## src/hdl/wcfb_pkg.sv

```systemverilog
// Shared types, constants and byte/CRC helpers for the wheel command frame builder.
// No dependencies.
`default_nettype none

package wcfb_pkg;

    // Input command codes
    localparam logic [2:0] FUNC_PING      = 3'd0;
    localparam logic [2:0] FUNC_INIT      = 3'd1;
    localparam logic [2:0] FUNC_TEST      = 3'd2;
    localparam logic [2:0] FUNC_SET_SPEED = 3'd3;
    localparam logic [2:0] FUNC_SET_TORQ  = 3'd4;
    localparam logic [2:0] FUNC_REQ_SPEED = 3'd5;
    localparam logic [2:0] FUNC_REQ_TORQ  = 3'd6;
    localparam logic [2:0] FUNC_UNUSED    = 3'd7;

    // Frame constants
    localparam logic [15:0] CRC_POLY    = 16'h8408;
    localparam logic [15:0] CRC_INIT    = 16'hFFFF;
    localparam logic [7:0]  CTRL_PING   = 8'h80;
    localparam logic [7:0]  CTRL_INIT   = 8'h01;
    localparam logic [7:0]  CTRL_APP    = 8'h08;
    localparam logic [7:0]  CTRL_TELEM  = 8'h87;
    localparam logic [7:0]  MODE_SPEED  = 8'h05;
    localparam logic [7:0]  MODE_TORQUE = 8'h16;
    localparam logic [7:0]  BODY_STD    = 8'h10;
    localparam logic [7:0]  BODY_TEST   = 8'h18;

    // Register map and reset values
    localparam logic [0:0] REG_DEST   = 1'b0;
    localparam logic [0:0] REG_SOURCE = 1'b1;
    localparam logic [7:0] DEST_RESET   = 8'h33;
    localparam logic [7:0] SOURCE_RESET = 8'h11;

    // Frame kinds decided by the front end
    typedef enum logic [2:0] {
        KIND_PING,
        KIND_INIT_LONG,
        KIND_INIT_SHORT,
        KIND_TEST,
        KIND_SET_SPEED,
        KIND_SET_TORQ,
        KIND_REQ_SPEED,
        KIND_REQ_TORQ
    } wcfb_kind_t;

    // One queued frame request
    typedef struct packed {
        wcfb_kind_t  kind;
        logic [31:0] value;
    } wcfb_desc_t;

    // Back-end status seen at the top level
    typedef struct packed {
        logic       busy;
        logic [3:0] pos;
    } wcfb_status_t;

    // Number of bytes covered by the CRC (addresses, control, body)
    function automatic logic [3:0] frame_len(input wcfb_kind_t kind);
        logic [3:0] len;
        case (kind)
            KIND_PING, KIND_INIT_LONG:  len = 4'd7;
            KIND_INIT_SHORT:            len = 4'd3;
            KIND_REQ_SPEED, KIND_REQ_TORQ: len = 4'd4;
            default:                    len = 4'd9;
        endcase
        return len;
    endfunction

    // Frame byte at a position below frame_len
    function automatic logic [7:0] frame_byte(input wcfb_kind_t kind,
                                              input logic [31:0] value,
                                              input logic [7:0] dest,
                                              input logic [7:0] src,
                                              input logic [3:0] pos);
        logic [7:0] b;
        logic       app;
        logic       req;
        app = (kind == KIND_TEST) || (kind == KIND_SET_SPEED) || (kind == KIND_SET_TORQ);
        req = (kind == KIND_REQ_SPEED) || (kind == KIND_REQ_TORQ);
        case (pos)
            4'd0: b = dest;
            4'd1: b = src;
            4'd2: begin
                if (kind == KIND_PING) b = CTRL_PING;
                else if (app)          b = CTRL_APP;
                else if (req)          b = CTRL_TELEM;
                else                   b = CTRL_INIT;
            end
            4'd3: begin
                if (kind == KIND_REQ_SPEED)     b = MODE_SPEED;
                else if (kind == KIND_REQ_TORQ) b = MODE_TORQUE;
                else                            b = 8'h00;
            end
            4'd4: begin
                if (kind == KIND_TEST)           b = BODY_TEST;
                else if (kind == KIND_SET_SPEED) b = MODE_SPEED;
                else if (kind == KIND_SET_TORQ)  b = MODE_TORQUE;
                else                             b = BODY_STD;
            end
            4'd5: b = app ? value[7:0]   : 8'h00;
            4'd6: b = app ? value[15:8]  : 8'h00;
            4'd7: b = value[23:16];
            4'd8: b = value[31:24];
            default: b = 8'h00;
        endcase
        return b;
    endfunction

    // Reflected CRC-16 over one byte, LSB first
    function automatic logic [15:0] crc_byte(input logic [15:0] crc_in,
                                             input logic [7:0] data);
        logic [15:0] c;
        logic [7:0]  d;
        logic        fb;
        c = crc_in;
        d = data;
        for (int k = 0; k < 8; k++) begin
            fb = c[0] ^ d[0];
            c  = {1'b0, c[15:1]};
            if (fb) c = c ^ CRC_POLY;
            d  = {1'b0, d[7:1]};
        end
        return c;
    endfunction

endpackage

`default_nettype wire

```

## src/hdl/wheel_command_frame_builder.sv

```systemverilog
// Top level of the wheel command frame builder: config registers, front end,
// request queue and byte serializer. Depends on wcfb_pkg, wcfb_front, wcfb_queue, wcfb_back.
//
//  Channel   Ports                            Beat
//  command   s_tvalid/s_tready/s_tdata        one command (func, value)
//  frame     m_tvalid/m_tready/m_tdata/m_tlast one frame byte, m_tlast on CRC high byte
//  config    cfg_we/cfg_index/cfg_wdata       one register write
//
// A frame of N bytes (5 to 11) leaves one byte per cycle while m_tready is high, from the
// back-end CRC step; consecutive frames follow back to back when the next
// request is already queued. On an idle block a command beat reaches m_tvalid through
// the queue write, the load into the serializer and the output register.
// Commands are taken while the request queue has room (QUEUE_DEPTH entries).
// aresetn is synchronous, active low; addresses return to 0x33 and 0x11.
// A stall on the frame side holds the output register and fills the queue.
`default_nettype none

module wheel_command_frame_builder
    import wcfb_pkg::*;
#(
    parameter int QUEUE_DEPTH = 2
) (
    input  wire logic        aclk,
    input  wire logic        aresetn,
    input  wire logic        s_tvalid,
    output logic             s_tready,
    input  wire logic [39:0] s_tdata,   // [2:0] func, [34:3] value, [39:35] zero
    output logic             m_tvalid,
    input  wire logic        m_tready,
    output logic [7:0]       m_tdata,   // [7:0] out_byte
    output logic             m_tlast,
    input  wire logic        cfg_we,
    input  wire logic [0:0]  cfg_index,
    input  wire logic [7:0]  cfg_wdata
);

    logic [7:0]   dest_reg;
    logic [7:0]   source_reg;
    logic         q_ready;
    logic         q_valid;
    logic         push;
    logic         pop;
    wcfb_desc_t   push_desc;
    wcfb_desc_t   q_desc;
    wcfb_status_t status;

    // config registers
    always_ff @(posedge aclk) begin
        if (!aresetn) begin
            dest_reg   <= DEST_RESET;
            source_reg <= SOURCE_RESET;
        end else if (cfg_we) begin
            case (cfg_index)
                REG_DEST:   dest_reg   <= cfg_wdata;
                REG_SOURCE: source_reg <= cfg_wdata;
                default: ;
            endcase
        end
    end

    wcfb_front u_front (
        .aclk      (aclk),
        .aresetn   (aresetn),
        .s_tvalid  (s_tvalid),
        .s_tready  (s_tready),
        .func      (s_tdata[2:0]),
        .value     (s_tdata[34:3]),
        .q_ready   (q_ready),
        .push      (push),
        .push_desc (push_desc)
    );

    wcfb_queue #(
        .DEPTH (QUEUE_DEPTH)
    ) u_queue (
        .aclk      (aclk),
        .aresetn   (aresetn),
        .push      (push),
        .push_desc (push_desc),
        .q_ready   (q_ready),
        .pop       (pop),
        .q_valid   (q_valid),
        .q_desc    (q_desc)
    );

    wcfb_back u_back (
        .aclk        (aclk),
        .aresetn     (aresetn),
        .dest_addr   (dest_reg),
        .source_addr (source_reg),
        .q_valid     (q_valid),
        .q_desc      (q_desc),
        .pop         (pop),
        .m_tvalid    (m_tvalid),
        .m_tready    (m_tready),
        .out_byte    (m_tdata),
        .last_byte   (m_tlast),
        .status      (status)
    );

    // a full queue always has a head to offer
    a_full_has_head: assert property (@(posedge aclk) disable iff (!aresetn)
        !q_ready |-> q_valid)
        else $error("queue full but empty");

    // the unused selector never becomes a frame request
    a_unused_dropped: assert property (@(posedge aclk) disable iff (!aresetn)
        (s_tvalid && s_tready && (s_tdata[2:0] == FUNC_UNUSED)) |-> !push)
        else $error("unused selector pushed");

    // the back end never runs past the CRC high byte
    a_pos_bound: assert property (@(posedge aclk) disable iff (!aresetn)
        status.busy |-> (status.pos <= 4'd10))
        else $error("frame position out of range");

    // no frame byte right after reset
    a_reset_quiet: assert property (@(posedge aclk)
        !aresetn |=> !m_tvalid)
        else $error("output valid after reset");

endmodule

`default_nettype wire

```

## src/hdl/wcfb_front.sv

```systemverilog
// Front end: accepts command beats, tracks the started flag, classifies frames.
// Depends on wcfb_pkg.
`default_nettype none

module wcfb_front
    import wcfb_pkg::*;
(
    input  wire logic        aclk,
    input  wire logic        aresetn,
    input  wire logic        s_tvalid,
    output logic             s_tready,
    input  wire logic [2:0]  func,
    input  wire logic [31:0] value,
    input  wire logic        q_ready,
    output logic             push,
    output wcfb_desc_t       push_desc
);

    logic started_reg;
    logic started_next;
    logic accept;

    assign s_tready = q_ready;
    assign accept   = s_tvalid && s_tready;
    // unused selector is swallowed without a frame
    assign push     = accept && (func != FUNC_UNUSED);

    // classify the command
    always_comb begin
        started_next    = started_reg;
        push_desc.value = value;
        case (func)
            FUNC_PING:      push_desc.kind = KIND_PING;
            FUNC_INIT: begin
                push_desc.kind = started_reg ? KIND_INIT_SHORT : KIND_INIT_LONG;
                if (accept) started_next = !started_reg;
            end
            FUNC_TEST: begin
                push_desc.kind  = KIND_TEST;
                push_desc.value = 32'd0;
            end
            FUNC_SET_SPEED: push_desc.kind = KIND_SET_SPEED;
            FUNC_SET_TORQ:  push_desc.kind = KIND_SET_TORQ;
            FUNC_REQ_SPEED: push_desc.kind = KIND_REQ_SPEED;
            default:        push_desc.kind = KIND_REQ_TORQ;
        endcase
    end

    always_ff @(posedge aclk) begin
        if (!aresetn) begin
            started_reg <= 1'b0;
        end else begin
            started_reg <= started_next;
        end
    end

endmodule

`default_nettype wire

```

## src/hdl/wcfb_queue.sv

```systemverilog
// Small FIFO of frame requests between front and back end.
// Depends on wcfb_pkg.
`default_nettype none

module wcfb_queue
    import wcfb_pkg::*;
#(
    parameter int DEPTH = 2
) (
    input  wire logic       aclk,
    input  wire logic       aresetn,
    input  wire logic       push,
    input  wire wcfb_desc_t push_desc,
    output logic            q_ready,
    input  wire logic       pop,
    output logic            q_valid,
    output wcfb_desc_t      q_desc
);

    localparam int PTR_W = (DEPTH > 1) ? $clog2(DEPTH) : 1;
    localparam int CNT_W = $clog2(DEPTH + 1);
    localparam logic [PTR_W-1:0] LAST_PTR = PTR_W'(DEPTH - 1);
    localparam logic [CNT_W-1:0] FULL_CNT = CNT_W'(DEPTH);

    wcfb_desc_t       mem [DEPTH];
    logic [PTR_W-1:0] wr_ptr_reg;
    logic [PTR_W-1:0] rd_ptr_reg;
    logic [CNT_W-1:0] count_reg;
    logic             do_push;
    logic             do_pop;

    assign q_ready = (count_reg != FULL_CNT);
    assign q_valid = (count_reg != '0);
    assign q_desc  = mem[rd_ptr_reg];
    assign do_push = push && q_ready;
    assign do_pop  = pop && q_valid;

    // storage
    always_ff @(posedge aclk) begin
        if (do_push) mem[wr_ptr_reg] <= push_desc;
    end

    // pointers and fill count
    always_ff @(posedge aclk) begin
        if (!aresetn) begin
            wr_ptr_reg <= '0;
            rd_ptr_reg <= '0;
            count_reg  <= '0;
        end else begin
            if (do_push) wr_ptr_reg <= (wr_ptr_reg == LAST_PTR) ? '0 : wr_ptr_reg + 1'b1;
            if (do_pop)  rd_ptr_reg <= (rd_ptr_reg == LAST_PTR) ? '0 : rd_ptr_reg + 1'b1;
            if (do_push && !do_pop)      count_reg <= count_reg + 1'b1;
            else if (do_pop && !do_push) count_reg <= count_reg - 1'b1;
        end
    end

endmodule

`default_nettype wire

```

## src/hdl/wcfb_back.sv

```systemverilog
// Back end: serializes one frame a byte per cycle, unless the output stalls, with a running CRC-16.
// Depends on wcfb_pkg.
`default_nettype none

module wcfb_back
    import wcfb_pkg::*;
(
    input  wire logic       aclk,
    input  wire logic       aresetn,
    input  wire logic [7:0] dest_addr,
    input  wire logic [7:0] source_addr,
    input  wire logic       q_valid,
    input  wire wcfb_desc_t q_desc,
    output logic            pop,
    output logic            m_tvalid,
    input  wire logic       m_tready,
    output logic [7:0]      out_byte,
    output logic            last_byte,
    output wcfb_status_t    status
);

    logic        busy_reg;
    wcfb_kind_t  kind_reg;
    logic [31:0] value_reg;
    logic [3:0]  pos_reg;
    logic [15:0] crc_reg;
    logic        out_valid_reg;
    logic [7:0]  out_byte_reg;
    logic        out_last_reg;

    logic [3:0]  len;
    logic [3:0]  len_p1;
    logic        advance;
    logic        at_last;
    logic        in_body;
    logic [7:0]  cur_byte;

    assign len     = frame_len(kind_reg);
    assign len_p1  = len + 4'd1;
    assign in_body = (pos_reg < len);
    assign at_last = (pos_reg == len_p1);
    assign advance = busy_reg && (!out_valid_reg || m_tready);
    // next request loads as the current frame's final byte enters the output register
    assign pop     = q_valid && (!busy_reg || (advance && at_last));

    // byte select: body, then CRC low, then CRC high
    always_comb begin
        if (in_body)          cur_byte = frame_byte(kind_reg, value_reg, dest_addr,
                                                    source_addr, pos_reg);
        else if (pos_reg == len) cur_byte = crc_reg[7:0];
        else                  cur_byte = crc_reg[15:8];
    end

    always_ff @(posedge aclk) begin
        if (!aresetn) begin
            busy_reg      <= 1'b0;
            out_valid_reg <= 1'b0;
        end else begin
            // output register
            if (advance) begin
                out_valid_reg <= 1'b1;
                out_byte_reg  <= cur_byte;
                out_last_reg  <= at_last;
            end else if (m_tready) begin
                out_valid_reg <= 1'b0;
            end
            // frame sequencer
            if (pop) begin
                busy_reg  <= 1'b1;
                kind_reg  <= q_desc.kind;
                value_reg <= q_desc.value;
                pos_reg   <= 4'd0;
                crc_reg   <= CRC_INIT;
            end else if (advance) begin
                if (at_last) busy_reg <= 1'b0;
                pos_reg <= pos_reg + 4'd1;
                if (in_body) crc_reg <= crc_byte(crc_reg, cur_byte);
            end
        end
    end

    assign m_tvalid    = out_valid_reg;
    assign out_byte    = out_byte_reg;
    assign last_byte   = out_last_reg;
    assign status.busy = busy_reg;
    assign status.pos  = pos_reg;

endmodule

`default_nettype wire

```

## config.mk

```make
export PLATFORM = sky130hd
export DESIGN_NAME = wheel_command_frame_builder
export DESIGN_NICKNAME = d
export VERILOG_FILES = /design/src/hdl/wcfb_pkg.sv /design/src/hdl/wheel_command_frame_builder.sv /design/src/hdl/wcfb_front.sv /design/src/hdl/wcfb_queue.sv /design/src/hdl/wcfb_back.sv
export SDC_FILE = /design/constraint.sdc
export NUM_CORES = 1
export LEC_CHECK = 0
export BUFFER_PORTS_ARGS = -buffer_cell sky130_fd_sc_hd__buf_2
export CORE_MARGIN = 2
export CORE_UTILIZATION = 40
export DETAILED_ROUTE_END_ITERATION = 7
export GPL_TIMING_DRIVEN = 0
export PLACE_DENSITY_LB_ADDON = 0.15
export SYNTH_ARGS = -nofsm -noshare
export SYNTH_HDL_FRONTEND = slang
export SYNTH_SLANG_ARGS = --single-unit
export TNS_END_PERCENT = 50
```

## constraint.sdc

```tcl
create_clock -name aclk -period 8.3 [get_ports aclk]
set_clock_uncertainty 0.05 [all_clocks]
set_input_delay 0.415 -clock aclk [delete_from_list [all_inputs] [get_ports aclk]]
set_output_delay 0.415 -clock aclk [all_outputs]
set_load 0.005 [all_outputs]
```

Word-level counts from Yosys, hierarchy flattened
Memory sizes are Yosys's and may differ from the RTL's. A register that Yosys moved wholly into a read port is not among the register bits.
Index checks and enable logic that the tools add are counted.

operators by class
  bitwise logic cells = 17
  reduce and logical (&&, ||, !) cells = 38
  $add $sub $neg = 6
  muxes and demuxes = 67
  eq/ne operators = 24
  magnitude comparators = 1

operator list
  cell                                                                    number
  16-bit 2-to-1 mux                                                       38
  8-bit 2-to-1 mux                                                        10
  8-bit case mux with 9 select lines                                      1
  32-bit 2-to-1 mux                                                       1
  2-bit NOT with 3-bit output                                             8
  3-bit equality test (second input constant)                             6
  3-bit case mux with 6 select lines                                      1
  4-bit by 3-bit equality test with 1-bit output (second input constant)  4
  2-bit AND reduction                                                     7
  3-bit by 2-bit equality test with 1-bit output (second input constant)  4
  4-bit case mux with 3 select lines                                      1
  2-bit nonzero test                                                      6
  1-bit logical AND                                                       9
  1-bit 2-to-1 mux                                                        9
  4-bit by 1-bit adder with 4-bit output (second input constant)          2
  4-bit by 2-bit equality test with 1-bit output (second input constant)  2
  4-bit equality test                                                     2
  1-bit XOR                                                               8
  3-bit by 1-bit equality test with 1-bit output (second input constant)  2
  3-bit zero test                                                         2
  2-bit 2-to-1 mux                                                        3
  1-bit zero test                                                         5
  1-bit logical OR                                                        5
  5-bit 2-to-1 mux                                                        1
  other kinds (14)                                                        16

storage, ports and cells
  register bits after elaboration = 52
  output and inout port bits = 11
  word-level logic and storage cells = 166
  memory bits (writable) = 70
  memories = 1

memories
  memory       words  bits a word  rd ports  clocked after Yosys merged registers in  wr ports  line              source
  u_queue.mem  2      35           1         1                                        1         wcfb_queue.sv:25  wcfb_desc_t mem [DEPTH];

Longest topological paths before layout
  depth after elaboration = 53
  mapped depth = 17

By module
A second synthesis with hierarchy kept.

second synthesis, totals
  cell total of the unflattened synthesis = 593
  area, all modules = 7543.5 um^2

modules (own cells, without submodules)
  module                       area an instance (um^2)  cells each  times used
  wcfb_back                    3796.1                   339         1
  wcfb_queue                   2766.4                   133         1
  wheel_command_frame_builder  654.4                    68          1
  wcfb_front                   326.6                    53          1

Least setup slack after synthesis
OpenSTA, ideal clock, no wires.

  path type = reg2reg
  start point = register u_back.kind_reg[1]
  end point = register u_back.kind_reg[0], enable pin
  period minus slack after synthesis = 4.156 ns
  path buffers = 3
  data required time = 7.823 ns
  arrival = 3.679 ns
  cell stages (with the launch flop) = 14
  slack = 4.144 ns
  cells stage by stage = edfxtp_1 > buf_2 > inv_1 > ha_1 > xor2_1 > nand2_1 > mux2i_1 > a21oi_1 > o31ai_1 > nor2b_1 > buf_2 > inv_2 > buf_2 > nor2_1

between the ends
  longest elaborated chain between the ends = 9

ends and longest elaborated chain
  element                                      line             source
  from (decl)                                  wcfb_back.sv:23  wcfb_kind_t kind_reg;
  from (signal assigned)                       wcfb_back.sv:70  kind_reg <= q_desc.kind;
  3-bit equality test (tied with other cells)  wcfb_pkg.sv:62   case (kind)
  2-bit OR reduction                           wcfb_pkg.sv:62
  4-bit case mux with 3 select lines (*)       wcfb_pkg.sv:62
  4-bit by 1-bit adder with 4-bit output (*)   wcfb_back.sv:39  assign len_p1 = len + 4'd1;
  4-bit equality test (*)                      wcfb_back.sv:41  assign at_last = (pos_reg == len_p1);
  1-bit logical AND (*)                        wcfb_back.sv:44  assign pop = q_valid && (!busy_reg || (advance && at_last));
  1-bit logical OR (*)                         wcfb_back.sv:44
  1-bit logical AND (*)                        wcfb_back.sv:44
  2-bit AND reduction (no source line) (*)     -

Every way passes the cells marked *; elsewhere a longest branch is shown, timed or not.
A chain may end at the register's enable or synchronous reset.

Worst setup path in the final report
  start point = register u_back.kind_reg[1]
  end point = register u_back.crc_reg[8], data pin

between the ends
  longest elaborated chain between the ends = 47

ends and longest elaborated chain
  element                                                              line             source
  branches (longest 47 deep; another with 4-bit less-than comparator)  -
  to (signal assigned)                                                 wcfb_back.sv:77  if (in_body) crc_reg <= crc_byte(crc_reg, cur_byte);
  to (decl)                                                            wcfb_back.sv:26  logic [15:0] crc_reg;

Several ways; the timed one is not identified. The select of a mux whose other input is x is not followed.

==> impl_metrics.ini <==
[floorplanning]
rows = 49
die-area_sq_mm = 0.0194
initial_core_util_pct = 40.7
die_w_microns = 139
die_y_microns = 139
core-area_sq_mm = 0.0180
num_io_pins = 65

[timing]
setup_violations = 0
fin_setup_tns_ns = 0
rsz0062_at_grt = no
finalHoldViolCount = 0
fmax_mhz = 234
layout_min_cycle_time_ns = 4.27
worstMarginPinSlew_ns = 1.10
max_slew_margin_pct = 25.9
period_share_pct = 51.5
slew_violations = 0
fin_ws_ns = 4.03

[placement]
gp_congestion = 0.873
dpl-instance-area_sq_mm = 0.00796
io_buffers = 58
place_ws_ns = 4.13
hpwl_mm = 11.5
placed_cells = 867

[synth]
syn_area_per_cell_sq_um = 12.7
synth_area_leaders = edfxtp_1 55%, dfxtp_1 6.3%, mux2_2 5.6%
syn_nets = 645
synthFlopType = edfxtp_1
synthCells = 577
yosysWarnings = 0
synthArstFlopShare_pct = 0
ys_ff_latch = 157
ys_types = 67
yosys.area.top_type = edfxtp_1
netlist_area_sq_mm = 0.00730
synth_edf_count = 134
yosysSeqAreaShare_pct = 61.4
synth_top_area_share_pct = 55.1

[setup_path]
worst-path-max-fanout = 10
worstPathArrival_ns = 4.39
path_buf_inv = 2
crit_type = register to register
start_kind = register
worstSetupEndpointType = register
crit_family = compound AO/OA/AOI/OAI gates
cp_slowest_stage_delay_ns = 0.88
r2r_setup_slack_ns = 4.03
path_cells = buf_2, inv_1, ha_1, nor2_1, ha_1, nor2b_1, o21a_1, o31ai_1, o21ai_0, o22ai_1, xnor2_1, xnor2_1, nand2_1
required_ns = 8.41
worst_path_max_delay_cell = o31ai_1

[finish]
multi_input_area_sq_mm = 0.00264
finish.instance_area_sq_mm = 0.00852
post_layout_nonfiller_instances = 899
fill_cells = 1590
area.sequential_sq_mm = 0.00448
n_antenna_cell = 0
drive_gt1_share_pct = 23.0
area_growth_syn_to_layout_pct = 16.6
final_nets = 725
largest_register_ffs = 70

[detailed_routing]
routed.top_layer = met4
drtIter0Drc = 225
drtAntennaViolNets = 0
wire_per_inst_microns = 18.2
dr_wl_met2_mm = 7.96
wl_mm = 16.3
viasPerCell = 5.29
met1_length_mm = 7.35
drc = 0
num_vias = 4759
drt_pass1_iterations = 5
dr_wl_met3_microns = 654

[clocking]
cts.clk_slew.worst_paths_ns = 0.06
clock_latency_ns = 0.43
cts_resized = 0
cts_buffer_depth = 2
root_buffer = clkbuf_16
cts_hold_buf = 0
h-tree-depth = 4
clock_sinks = 157
cts_buffers = 17
cts_tree = done
post_cts_buffers = 0

[grt]
track_usage_pct = 17.2
grt_pass1_vias = 4721
antenna_found_initial = 0
grt_pass1_wl_mm = 25.7
grt_start_max_net_pins = 36
grt-ovfl-total = 0

[outcome]
outcome = complete, no violations

[worst_hold_path]
hp-class = input port to register

[pwr]
power_density_mw_per_mm2 = 392
p_leak_uw = 0.00313
p_total_uw = 3340
ir_drop_uv = 226

[run]
maxCapViolCount = 0
==> layout by cell type (no fill, tap or decap), drive strengths merged, types with 14 or more instances in the layout <==
| cell | count |
|---|---|
| nand2 | 61 |
| ha | 14 |
| nor2 | 23 |
| mux2 | 37 |
| dfxtp | 23 |
| a21oi | 27 |
| nor2b | 40 |
| buf | 76 |
| clkbuf | 36 |
| edfxtp | 134 |
==> per-layer routing <==
metal	vias to the layer above	GRT usage, %
li1	2291	-
met3	28	4.01
met5	-	0
met2	114	28.2
met4	0	6.22
met1	2326	22.5
==> cells in the mapped netlist (9+ instances only) <==
master	count
edfxtp_1	134
nand2_1	61
nor2b_1	40
mux2_2	36
a21oi_1	26
dfxtp_1	23
nor2_1	23
clkbuf_1	18
ha_1	14
buf_2	12
nand3_1	12
xnor2_1	12
o21ai_0	11
xor2_1	11
inv_1	10
nand2b_1	10
and2_1	9
mux2i_1	9
==> final timing paths <==
| kind | from | depth (start not counted) | to |
|---|---|---|---|
| worst max-delay path | u_back.kind_reg[1]$_DFFE_PP_ | 13 | u_back.crc_reg[8]$_SDFFCE_PP1P_ |
| worst max register to register | u_back.kind_reg[1]$_DFFE_PP_ | 13 | u_back.crc_reg[8]$_SDFFCE_PP1P_ |
| worst min-delay path | cfg_wdata[4] | 3 | source_reg[4]$_SDFFE_PN1P_ |
| worst min register to register | source_reg[6]$_SDFFE_PN0P_ | 2 | source_reg[6]$_SDFFE_PN0P_ |
==> kinds of logic after synthesis <==
family / Yosys count / share of synthesized area [%]
compound gates: 102 / 10.1
xor+xnor: 23 / 2.76
fa+ha+maj: 14 / 2.40
buf+inv: 45 / 2.72
flops: 157 / 61.4
mux: 46 / 6.94
simple gates: 190 / 13.7
==> cell type report <==
class,instances,area share [%]
sequential,157,52.7
multi-input combinational,375,31.0
tap,229,3.36
clock buffer,18,5.04
timing repair buffer,61,4.11
clock inverter,14,1.48
inverter,12,0.529
buffer,33,1.81
==> per-stage QoR <==
stage	hold slack, ns	utilization [%]
4_1_cts	0.141	47.4
3_5_place_dp	0.405	44.3
6_report	0.169	47.4
3_3_place_gp	0.402	43.9
5_1_grt	0.164	47.4
2_1_floorplan	0.383	-
==> report_power, final <==
group / switching, uW / total [uW] / internal, uW
combinational: 799 / 1350 / 553
sequential: 92.7 / 1250 / 1150
clock: 305 / 742 / 437
==> worst min-delay path, stage by stage <==
cell and delay [ns]:
buf_2 0.09, nand2_1 0.04, nand3_1 0.06
Note: power is estimated with default switching activity, not from simulation.
